[config.mk]
export PLATFORM = sky130hd
export DESIGN_NAME = linear_queue_with_reverse_core
export DESIGN_NICKNAME = d
export VERILOG_FILES = /design/src/sv/lqr_pkg.sv /design/src/sv/lqr_ctrl.sv /design/src/sv/lqr_datapath.sv /design/src/sv/linear_queue_with_reverse_core.sv
export VERILOG_INCLUDE_DIRS = /design/src /design/src/sv
export SDC_FILE = /design/constraint.sdc
export NUM_CORES = 1
export LEC_CHECK = 0
export BUFFER_PORTS_ARGS = -buffer_cell sky130_fd_sc_hd__buf_2
export CAP_MARGIN = 20
export CELL_PAD_IN_SITES_DETAIL_PLACEMENT = 0
export CELL_PAD_IN_SITES_GLOBAL_PLACEMENT = 2
export CORE_MARGIN = 4
export CORE_UTILIZATION = 35
export CTS_CLUSTER_DIAMETER = 200
export DETAILED_ROUTE_END_ITERATION = 12
export GPL_ROUTABILITY_DRIVEN = 0
export PLACE_DENSITY = 0.64
export SLEW_MARGIN = 20
export SYNTH_ARGS = -nofsm -noshare
export SYNTH_HDL_FRONTEND = slang
export SYNTH_SLANG_ARGS = --single-unit
[constraint.sdc]
create_clock -name clk -period 14.7 [get_ports clk]
set_clock_uncertainty 0.05 [all_clocks]
set_input_delay 1.47 -clock clk [delete_from_list [all_inputs] [get_ports clk]]
set_output_delay 1.47 -clock clk [all_outputs]
set_load 0.01 [all_outputs]
[src/sv/assert_macros.svh]
// Assertion macros shared by the linear queue modules.
// Each macro expects clk and arst_n in scope; no other dependencies.
`ifndef ASSERT_MACROS_SVH
`define ASSERT_MACROS_SVH

// Check that a condition holds on every clock edge out of reset.
`define LQR_HOLD(lbl, prop, msg) \
	lbl: assert property (@(posedge clk) disable iff (!arst_n) (prop)) else $error(msg);

// Check that the consequent holds in the same cycle as the antecedent.
`define LQR_IMPLY(lbl, ante, cons, msg) \
	lbl: assert property (@(posedge clk) disable iff (!arst_n) (ante) |-> (cons)) \
		else $error(msg);

// Check that the consequent holds in the cycle after the antecedent.
`define LQR_NEXT(lbl, ante, cons, msg) \
	lbl: assert property (@(posedge clk) disable iff (!arst_n) (ante) |=> (cons)) \
		else $error(msg);

`endif

[src/sv/lqr_pkg.sv]
// Shared types and constants for the linear queue with reverse.
// No dependencies; used by lqr_ctrl, lqr_datapath and the top level.
`timescale 1ns / 1ps

package lqr_pkg;

	localparam int DEPTH    = 8;
	localparam int IDX_W    = $clog2(DEPTH);
	localparam int CNT_W    = $clog2(DEPTH + 1);
	localparam int WORD_W   = 32;
	localparam int KIND_W   = 2;
	localparam int STATUS_W = 2;
	localparam int HELD_W   = 4;

	localparam logic [IDX_W-1:0] LAST_IDX = IDX_W'(DEPTH - 1);

	// Operation codes of an input item
	typedef enum logic [KIND_W-1:0] {
		KIND_ENQ = 2'd0,
		KIND_DEQ = 2'd1,
		KIND_REV = 2'd2
	} kind_t;

	// Result status codes
	typedef enum logic [STATUS_W-1:0] {
		RES_DONE  = 2'd0,
		RES_FULL  = 2'd1,
		RES_EMPTY = 2'd2
	} result_t;

	// Controller states
	typedef enum logic [3:0] {
		ST_IDLE,
		ST_EXEC,
		ST_DEQ_POP,
		ST_SWAP_RD,
		ST_SWAP_WLO,
		ST_SWAP_WHI,
		ST_SHIFT_RD,
		ST_SHIFT_WR,
		ST_REV_FIN,
		ST_RESP
	} fsm_state_t;

	// Datapath operations issued by the controller
	typedef enum logic [3:0] {
		DP_NOP,
		DP_ENQ,
		DP_ENQ_FULL,
		DP_DEQ_RD,
		DP_DEQ_POP,
		DP_DEQ_EMPTY,
		DP_SWAP_INIT,
		DP_SWAP_RD,
		DP_SWAP_WLO,
		DP_SWAP_WHI,
		DP_SHIFT_INIT,
		DP_SHIFT_RD,
		DP_SHIFT_WR,
		DP_REV_DONE,
		DP_RESP
	} dp_op_t;

	// Controller to datapath
	typedef struct packed {
		logic   accept;
		dp_op_t op;
	} cmd_t;

	// Datapath to controller
	typedef struct packed {
		kind_t kind;
		logic  empty;
		logic  full;
		logic  swap_done;
		logic  head_zero;
		logic  shift_last;
		logic  out_free;
	} sts_t;

endpackage

[src/sv/lqr_ctrl.sv]
// Controller state machine for the linear queue with reverse.
// Depends on lqr_pkg and assert_macros.svh; drives lqr_datapath by command.
`timescale 1ns / 1ps
`include "assert_macros.svh"

module lqr_ctrl (
	input  logic            clk,
	input  logic            arst_n,
	input  logic            in_valid,
	output logic            in_stall,
	input  lqr_pkg::sts_t   sts,
	output lqr_pkg::cmd_t   cmd
);

	lqr_pkg::fsm_state_t state_q;
	lqr_pkg::fsm_state_t state_d;

	// State register
	always_ff @(posedge clk or negedge arst_n) begin
		if (!arst_n) begin
			state_q <= lqr_pkg::ST_IDLE;
		end else begin
			state_q <= state_d;
		end
	end

	// Next state and datapath commands
	always_comb begin
		state_d    = state_q;
		cmd.accept = 1'b0;
		cmd.op     = lqr_pkg::DP_NOP;
		in_stall   = (state_q != lqr_pkg::ST_IDLE);
		case (state_q)
			lqr_pkg::ST_IDLE: begin
				if (in_valid) begin
					cmd.accept = 1'b1;
					state_d    = lqr_pkg::ST_EXEC;
				end
			end
			lqr_pkg::ST_EXEC: begin
				case (sts.kind)
					lqr_pkg::KIND_ENQ: begin
						cmd.op  = sts.full ? lqr_pkg::DP_ENQ_FULL : lqr_pkg::DP_ENQ;
						state_d = lqr_pkg::ST_RESP;
					end
					lqr_pkg::KIND_DEQ: begin
						if (sts.empty) begin
							cmd.op  = lqr_pkg::DP_DEQ_EMPTY;
							state_d = lqr_pkg::ST_RESP;
						end else begin
							cmd.op  = lqr_pkg::DP_DEQ_RD;
							state_d = lqr_pkg::ST_DEQ_POP;
						end
					end
					lqr_pkg::KIND_REV: begin
						if (sts.empty) begin
							state_d = lqr_pkg::ST_RESP;
						end else begin
							cmd.op  = lqr_pkg::DP_SWAP_INIT;
							state_d = lqr_pkg::ST_SWAP_RD;
						end
					end
					default: begin
						state_d = lqr_pkg::ST_RESP;
					end
				endcase
			end
			lqr_pkg::ST_DEQ_POP: begin
				cmd.op  = lqr_pkg::DP_DEQ_POP;
				state_d = lqr_pkg::ST_RESP;
			end
			// Swap pairs from both ends inward, then move the block down to slot 0 unless it starts there
			lqr_pkg::ST_SWAP_RD: begin
				if (!sts.swap_done) begin
					cmd.op  = lqr_pkg::DP_SWAP_RD;
					state_d = lqr_pkg::ST_SWAP_WLO;
				end else if (sts.head_zero) begin
					cmd.op  = lqr_pkg::DP_REV_DONE;
					state_d = lqr_pkg::ST_RESP;
				end else begin
					cmd.op  = lqr_pkg::DP_SHIFT_INIT;
					state_d = lqr_pkg::ST_SHIFT_RD;
				end
			end
			lqr_pkg::ST_SWAP_WLO: begin
				cmd.op  = lqr_pkg::DP_SWAP_WLO;
				state_d = lqr_pkg::ST_SWAP_WHI;
			end
			lqr_pkg::ST_SWAP_WHI: begin
				cmd.op  = lqr_pkg::DP_SWAP_WHI;
				state_d = lqr_pkg::ST_SWAP_RD;
			end
			lqr_pkg::ST_SHIFT_RD: begin
				cmd.op  = lqr_pkg::DP_SHIFT_RD;
				state_d = lqr_pkg::ST_SHIFT_WR;
			end
			lqr_pkg::ST_SHIFT_WR: begin
				cmd.op  = lqr_pkg::DP_SHIFT_WR;
				state_d = sts.shift_last ? lqr_pkg::ST_REV_FIN : lqr_pkg::ST_SHIFT_RD;
			end
			lqr_pkg::ST_REV_FIN: begin
				cmd.op  = lqr_pkg::DP_REV_DONE;
				state_d = lqr_pkg::ST_RESP;
			end
			// Hold the result until the output register is free
			lqr_pkg::ST_RESP: begin
				if (sts.out_free) begin
					cmd.op  = lqr_pkg::DP_RESP;
					state_d = lqr_pkg::ST_IDLE;
				end
			end
			default: begin
				state_d = lqr_pkg::ST_IDLE;
			end
		endcase
	end

	`LQR_NEXT(a_accept_exec, in_valid && !in_stall, state_q == lqr_pkg::ST_EXEC, "accepted item did not start execution")
	`LQR_NEXT(a_resp_idle, (state_q == lqr_pkg::ST_RESP) && sts.out_free, state_q == lqr_pkg::ST_IDLE, "response did not retire")
	`LQR_NEXT(a_swap_loop, state_q == lqr_pkg::ST_SWAP_WHI, state_q == lqr_pkg::ST_SWAP_RD, "swap pair did not return to read")

endmodule

[src/sv/lqr_datapath.sv]
// Datapath for the linear queue with reverse: slot memory, indices, result registers.
// Depends on lqr_pkg and assert_macros.svh; sequenced by lqr_ctrl.
`timescale 1ns / 1ps
`include "assert_macros.svh"

module lqr_datapath (
	input  logic                                  clk,
	input  logic                                  arst_n,
	input  lqr_pkg::cmd_t                         cmd,
	output lqr_pkg::sts_t                         sts,
	input  logic [lqr_pkg::KIND_W-1:0]            kind,
	input  logic signed [lqr_pkg::WORD_W-1:0]     value,
	output logic                                  out_valid,
	input  logic                                  out_stall,
	output logic signed [lqr_pkg::WORD_W-1:0]     word_out,
	output logic [lqr_pkg::STATUS_W-1:0]          status,
	output logic [lqr_pkg::HELD_W-1:0]            held_count
);

	// Slot memory and its registered read ports
	logic signed [lqr_pkg::WORD_W-1:0] mem [lqr_pkg::DEPTH];
	logic signed [lqr_pkg::WORD_W-1:0] rd_a_q;
	logic signed [lqr_pkg::WORD_W-1:0] rd_b_q;

	// Queue indices and work indices
	logic [lqr_pkg::IDX_W-1:0] head_q;
	logic [lqr_pkg::IDX_W-1:0] tail_q;
	logic                      empty_q;
	logic [lqr_pkg::IDX_W-1:0] lo_q;
	logic [lqr_pkg::IDX_W-1:0] hi_q;

	// Latched item and result
	lqr_pkg::kind_t                    kind_q;
	logic signed [lqr_pkg::WORD_W-1:0] value_q;
	logic signed [lqr_pkg::WORD_W-1:0] word_q;
	lqr_pkg::result_t                  result_q;

	// Output register
	logic                              out_valid_q;
	logic signed [lqr_pkg::WORD_W-1:0] out_word_q;
	lqr_pkg::result_t                  out_status_q;
	logic [lqr_pkg::HELD_W-1:0]        out_held_q;

	logic                              wr_en;
	logic [lqr_pkg::IDX_W-1:0]         wr_addr;
	logic signed [lqr_pkg::WORD_W-1:0] wr_data;
	logic                              rd_en_a;
	logic                              rd_en_b;
	logic [lqr_pkg::IDX_W-1:0]         rd_addr_a;
	logic [lqr_pkg::CNT_W-1:0]         held;

	// Select memory port addresses and data per operation
	always_comb begin
		wr_en     = 1'b0;
		wr_addr   = lo_q;
		wr_data   = rd_b_q;
		rd_en_a   = 1'b0;
		rd_en_b   = 1'b0;
		rd_addr_a = lo_q;
		case (cmd.op)
			lqr_pkg::DP_ENQ: begin
				wr_en   = 1'b1;
				wr_addr = empty_q ? '0 : tail_q + 1'b1;
				wr_data = value_q;
			end
			lqr_pkg::DP_DEQ_RD: begin
				rd_en_a   = 1'b1;
				rd_addr_a = head_q;
			end
			lqr_pkg::DP_SWAP_RD: begin
				rd_en_a   = 1'b1;
				rd_en_b   = 1'b1;
				rd_addr_a = lo_q;
			end
			lqr_pkg::DP_SWAP_WLO: begin
				wr_en   = 1'b1;
				wr_addr = lo_q;
				wr_data = rd_b_q;
			end
			lqr_pkg::DP_SWAP_WHI: begin
				wr_en   = 1'b1;
				wr_addr = hi_q;
				wr_data = rd_a_q;
			end
			lqr_pkg::DP_SHIFT_RD: begin
				rd_en_a   = 1'b1;
				rd_addr_a = hi_q;
			end
			lqr_pkg::DP_SHIFT_WR: begin
				wr_en   = 1'b1;
				wr_addr = lo_q;
				wr_data = rd_a_q;
			end
			default: begin
				wr_en = 1'b0;
			end
		endcase
	end

	// Memory: one write port, two registered read ports
	always_ff @(posedge clk) begin
		if (wr_en) begin
			mem[wr_addr] <= wr_data;
		end
		if (rd_en_a) begin
			rd_a_q <= mem[rd_addr_a];
		end
		if (rd_en_b) begin
			rd_b_q <= mem[hi_q];
		end
	end

	// Advance queue and work indices
	always_ff @(posedge clk or negedge arst_n) begin
		if (!arst_n) begin
			head_q  <= '0;
			tail_q  <= '0;
			empty_q <= 1'b1;
			lo_q    <= '0;
			hi_q    <= '0;
		end else begin
			case (cmd.op)
				lqr_pkg::DP_ENQ: begin
					if (empty_q) begin
						head_q  <= '0;
						tail_q  <= '0;
						empty_q <= 1'b0;
					end else begin
						tail_q <= tail_q + 1'b1;
					end
				end
				lqr_pkg::DP_DEQ_POP: begin
					if (head_q == tail_q) begin
						head_q  <= '0;
						tail_q  <= '0;
						empty_q <= 1'b1;
					end else begin
						head_q <= head_q + 1'b1;
					end
				end
				lqr_pkg::DP_SWAP_INIT: begin
					lo_q <= head_q;
					hi_q <= tail_q;
				end
				lqr_pkg::DP_SWAP_WHI: begin
					lo_q <= lo_q + 1'b1;
					hi_q <= hi_q - 1'b1;
				end
				lqr_pkg::DP_SHIFT_INIT: begin
					lo_q <= '0;
					hi_q <= head_q;
				end
				lqr_pkg::DP_SHIFT_WR: begin
					lo_q <= lo_q + 1'b1;
					hi_q <= hi_q + 1'b1;
				end
				lqr_pkg::DP_REV_DONE: begin
					tail_q <= tail_q - head_q;
					head_q <= '0;
				end
				default: begin
					head_q <= head_q;
				end
			endcase
		end
	end

	// Capture the item and build its result
	always_ff @(posedge clk) begin
		if (cmd.accept) begin
			kind_q   <= lqr_pkg::kind_t'(kind);
			value_q  <= value;
			word_q   <= '0;
			result_q <= lqr_pkg::RES_DONE;
		end else begin
			case (cmd.op)
				lqr_pkg::DP_ENQ_FULL:  result_q <= lqr_pkg::RES_FULL;
				lqr_pkg::DP_DEQ_EMPTY: result_q <= lqr_pkg::RES_EMPTY;
				lqr_pkg::DP_DEQ_POP:   word_q   <= rd_a_q;
				default:               word_q   <= word_q;
			endcase
		end
	end

	// Words held after the operation
	assign held = empty_q ? '0
		: lqr_pkg::CNT_W'(tail_q) - lqr_pkg::CNT_W'(head_q) + 1'b1;

	// Output register: load on response, drop on transfer
	always_ff @(posedge clk or negedge arst_n) begin
		if (!arst_n) begin
			out_valid_q <= 1'b0;
		end else if (cmd.op == lqr_pkg::DP_RESP) begin
			out_valid_q <= 1'b1;
		end else if (!out_stall) begin
			out_valid_q <= 1'b0;
		end
	end

	always_ff @(posedge clk) begin
		if (cmd.op == lqr_pkg::DP_RESP) begin
			out_word_q   <= word_q;
			out_status_q <= result_q;
			out_held_q   <= lqr_pkg::HELD_W'(held);
		end
	end

	assign out_valid  = out_valid_q;
	assign word_out   = out_word_q;
	assign status     = out_status_q;
	assign held_count = out_held_q;

	// Status back to the controller
	assign sts.kind       = kind_q;
	assign sts.empty      = empty_q;
	assign sts.full       = !empty_q && (tail_q == lqr_pkg::LAST_IDX);
	assign sts.swap_done  = !(lo_q < hi_q);
	assign sts.head_zero  = (head_q == '0);
	assign sts.shift_last = (hi_q == tail_q);
	assign sts.out_free   = !out_valid_q || !out_stall;

	`LQR_IMPLY(a_empty_idx, empty_q, (head_q == '0) && (tail_q == '0), "empty queue with nonzero indices")
	`LQR_HOLD(a_idx_order, empty_q || (tail_q >= head_q), "tail below head")
	`LQR_NEXT(a_rev_head, cmd.op == lqr_pkg::DP_REV_DONE, (head_q == '0) && !empty_q, "reverse left head off slot zero")

endmodule

[src/sv/linear_queue_with_reverse_core.sv]
// Linear queue with reverse: an enqueue appends at the tail; a dequeue reads the head slot,
// then pops it. A reverse swaps pairs from both ends inward through the single shared
// memory write port, then moves the block down to slot 0 when the head is not there.
// One item is in flight at a time. The result waits in an output register and the next item
// can be taken the cycle after it is loaded. Reset (arst_n low) empties the queue and clears
// out_valid; slot contents stay undefined. Depends on lqr_pkg, lqr_ctrl and lqr_datapath.
`timescale 1ns / 1ps

module linear_queue_with_reverse_core (
	input  logic                              clk,
	input  logic                              arst_n,
	input  logic                              in_valid,
	output logic                              in_stall,
	input  logic [lqr_pkg::KIND_W-1:0]        kind,
	input  logic signed [lqr_pkg::WORD_W-1:0] value,
	output logic                              out_valid,
	input  logic                              out_stall,
	output logic signed [lqr_pkg::WORD_W-1:0] word_out,
	output logic [lqr_pkg::STATUS_W-1:0]      status,
	output logic [lqr_pkg::HELD_W-1:0]        held_count
);

	lqr_pkg::cmd_t cmd;
	lqr_pkg::sts_t sts;

	// Sequence each operation
	lqr_ctrl u_ctrl (
		.clk      (clk),
		.arst_n   (arst_n),
		.in_valid (in_valid),
		.in_stall (in_stall),
		.sts      (sts),
		.cmd      (cmd)
	);

	// Hold slots, indices and the result
	lqr_datapath u_datapath (
		.clk        (clk),
		.arst_n     (arst_n),
		.cmd        (cmd),
		.sts        (sts),
		.kind       (kind),
		.value      (value),
		.out_valid  (out_valid),
		.out_stall  (out_stall),
		.word_out   (word_out),
		.status     (status),
		.held_count (held_count)
	);

endmodule
==> run_results.csv <==
group,metric,value,unit
worst_setup_path,r2r_cells,13,
global_routing,globalRouteMet2Util,29.2,%
drt,postRouteWirelength,52800,µm
worst_setup_path,cp-end-kind,"register",
global_routing,grt_pass1_vias,11800,
drt,ant_nets,0,
worst_setup_path,rrSetupSlack,8.51,ns
cells_and_area,nFillCells,5080,
worst_setup_path,r2r-end,"u_datapath.rd_a_q[12]$_DFFE_PP_",
clock_tree,hold_buffers,0,
worst_hold_path,hold_class,"reg -> reg",
die,die_y,244,µm
logic_synthesis,yosysSeqAreaShare,66.1,%
clock_tree,clkTransAtPathRegs,0.06,ns
worst_setup_path,reg2reg_from,"u_datapath.hi_q[2]$_DFFE_PN0P_",
die,row_count,86,
global_routing,grt_overflow,0,
sta,tns,0,ns
cells_and_area,antennaDiodeCount,0,
logic_synthesis,syn_inst,1301,
global_routing,grt_max_degree,69,
clock_tree,clockRootBuffer,"clkbuf_16",
worst_setup_path,cp.required,15.00,ns
worst_hold_path,hold_end,"u_datapath.word_out[25]$_DFFE_PP_",
cells_and_area,area_growth,14.1,%
worst_setup_path,startpoint_type,"register",
worst_setup_path,critPathMaxFanout,60,
drt,drt_iter0_drc,943,
logic_synthesis,synth.avg_cell_area,15.0,µm²
drt,vias,11500,
clock_tree,cts_sinks,444,
sta,slew_violations,0,
cells_and_area,nets,1433,
power_and_ir_drop,cellPowerDensity,230,mW/mm²
sta,finalSetupViolCount,0,
clock_tree,cts_tree,"yes",
placed_design,numPortBuffers,77,
drt,drc,0,
worst_hold_path,min_path_cells,0,
sta,layout_min_cycle_time,6.19,ns
worst_setup_path,criticalPathCategory,"reg -> reg",
sta,tightest_slew,1.09,ns
clock_tree,clock_latency,0.58,ns
global_routing,grt_pass1_wl,78000,µm
logic_synthesis,async_reset_ff_share,4.05,%
die,pin_count,78,
drt,viasPerCell,5.32,
logic_synthesis,synth-seq-cells,444,
sta,fin_crit_sh,42.1,%
power_and_ir_drop,p_leak,0.00823,µW
worst_hold_path,worstHoldStart,"u_datapath.word_q[25]$_SDFFE_PP0P_",
clock_tree,post_cts_buffers,0,
cells_and_area,drive_above_1_share,19.4,%
die,dieArea,0.0596,mm²
clock_tree,cts_buffers,49,
drt,drt-wirelength-per-cell,24.4,µm
global_routing,grt_util_all_layers,17.5,%
sta,final-hold-violation-count,0,
cells_and_area,final_util,40.4,%
global_routing,busiest_layer,"met2",
logic_synthesis,synth-main-ff-cell,"edfxtp_1",
sta,fmaxAchievable,0.162,GHz
logic_synthesis,synth_nets,1358,
clock_tree,htree_num_levels,2,
drt,first_pass_iters,7,
status,outcome,"completed",
global_routing,met1_usage,24.0,%
sta,grt_setup_unrepaired,"false",
flow_run,drv_cap,0,
logic_synthesis,synth_common_cells,"edfxtp_1, nand2_1, mux2i_1, a22o_1, mux4_2",
logic_synthesis,synth_top_cell_by_area,"edfxtp_1",
clock_tree,ctsLongestPathBuffers,3,
die,core_area,0.0552,mm²
logic_synthesis,synth_area_leaders,"edfxtp_1, mux4_2, mux2i_1, nand2_1, dfxtp_1",
logic_synthesis,yosys.cell_types.count,66,
worst_setup_path,arrival,6.49,ns
logic_synthesis,syn_area,0.0195,mm²
sta,relSlewSlack,25.8,%
global_routing,gr-usage-met3,2.97,%
die,start_util,35.4,%
logic_synthesis,yosysMostFrequentCell,"edfxtp_1",
placed_design,dpl.hpwl,29100,µm
worst_setup_path,critPathLaunch,"u_datapath.hi_q[2]$_DFFE_PN0P_",
die,fp.dieW,244,µm
logic_synthesis,yosysTopAreaCellShare,60.3,%
global_routing,antenna_found_initial,0,
logic_synthesis,synth_edf_count,392,
clock_tree,ctsResizeCount,0,
power_and_ir_drop,vdd_ir_drop_max,0.135,mV
logic_synthesis,yosys_warnings,0,
==> cell families (layout without fill, tap and decap cells) <==
family | count (synthesis) | count (layout) | synth area share [%]
flops | 444 | 444 | 66.1
mux | 204 | 204 | 14.6
compound gates | 191 | 191 | 7.74
simple gates | 302 | 302 | 6.61
fa+ha+maj | 19 | 19 | 1.33
xor+xnor | 8 | 8 | 0.359
buf+inv | 133 | 248 | 3.25
==> per-layer routing <==
layer	vias up	part of all wire [%]
met5	-	0
met4	0	2.5
met3	91	5.4
met2	328	48
met1	5909	44
li1	5190	-
==> worst max-delay path by stage <==
stage                                      end  depth (start not counted)  slack, ns
2_1_floorplan   u_datapath.mem[4][0]$_DFFE_PP_                          8       8.59
3_3_place_gp   u_datapath.rd_a_q[12]$_DFFE_PP_                         11       8.56
3_5_place_dp   u_datapath.rd_a_q[12]$_DFFE_PP_                         11       8.41
4_1_cts        u_datapath.rd_a_q[12]$_DFFE_PP_                         13       8.49
5_1_grt        u_datapath.rd_a_q[12]$_DFFE_PP_                         13       8.10
6_report       u_datapath.rd_a_q[12]$_DFFE_PP_                         13       8.51
==> final cells by class <==
| cell class | count | area, µm² | share of cell area [%] |
|---|---|---|---|
| clock buffers | 61 | 1290 | 5.80 |
| inverters | 53 | 199 | 0.893 |
| multi-input cells | 724 | 6090 | 27.4 |
| well taps | 748 | 936 | 4.20 |
| repair buffers | 104 | 592 | 2.66 |
| flip-flops and latches | 444 | 12900 | 57.9 |
| clock inverters | 30 | 254 | 1.14 |
==> stage by stage <==
| step | setup WS (ns) | instance area [µm²] | power [µW] | instances | hold slack [ns] |
|---|---|---|---|---|---|
| 2_1_floorplan | 8.59 | 19500 | 3370 | 1301 | 0.352 |
| 3_3_place_gp | 8.56 | 20700 | 3970 | 2073 | 0.365 |
| 3_5_place_dp | 8.41 | 20700 | 3980 | 2073 | 0.366 |
| 4_1_cts | 8.49 | 22300 | 5190 | 2164 | 0.381 |
| 5_1_grt | 8.10 | 22300 | 5440 | 2164 | 0.388 |
| 6_report | 8.51 | 22300 | 5130 | 2164 | 0.380 |
==> power by group <==
group          internal, µW  switching [µW]  leakage [µW]
registers              1830             173       0.00407
logic                   714            1220       0.00341
clock network           692             498      0.000751
total                  3240            1890       0.00823
==> cell usage in the layout (no fill, tap or decap), drive strengths merged, types with 3 or more instances in the layout <==
cell type / n
nand2b: 4
inv: 52
or3: 5
o22ai: 6
fa: 3
a222oi: 32
mux2i: 136
clkinv: 24
nand2: 184
dfxtp: 34
nand3: 14
o21ai: 16
a31oi: 4
bufinv: 4
a2bb2oi: 3
clkbuf: 61
mux2: 4
xnor2: 7
a21oi: 42
edfxtp: 392
o221ai: 4
mux4: 64
ha: 16
dfrtp: 17
a22o: 65
o311ai: 3
nor3b: 5
nor3: 10
buf: 104
clkinvlp: 3
nor2b: 6
nor2: 64
==> registers in the layout, summed over array words and instances (netlist names) <==
register               count
u_datapath.word_q         32
u_datapath.hi_q            3
u_datapath.empty_q         1
u_datapath.status          2
u_datapath.head_q          3
u_datapath.mem           256
u_datapath.result_q        2
u_datapath.kind_q          2
u_datapath.rd_b_q         32
u_datapath.rd_a_q         32
u_datapath.held_count      4
u_datapath.word_out       32
u_datapath.out_valid       1
u_datapath.lo_q            3
u_datapath.tail_q          3
u_datapath.value_q        32
u_ctrl.state_q             4
==> worst max-delay path: stages (launching register included) <==
cell,delay [ns]
dfrtp_1,0.38
clkinv_1,0.05
buf_4,0.51
ha_1,0.36
a21o_1,0.16
a31oi_1,0.35
o21ai_1,0.24
a221oi_4,0.50
mux2i_4,0.98
buf_4,0.82
buf_4,0.94
mux2i_1,0.32
a22o_1,0.17
nor2_1,0.04
Power figures use the tool's default switching activity.
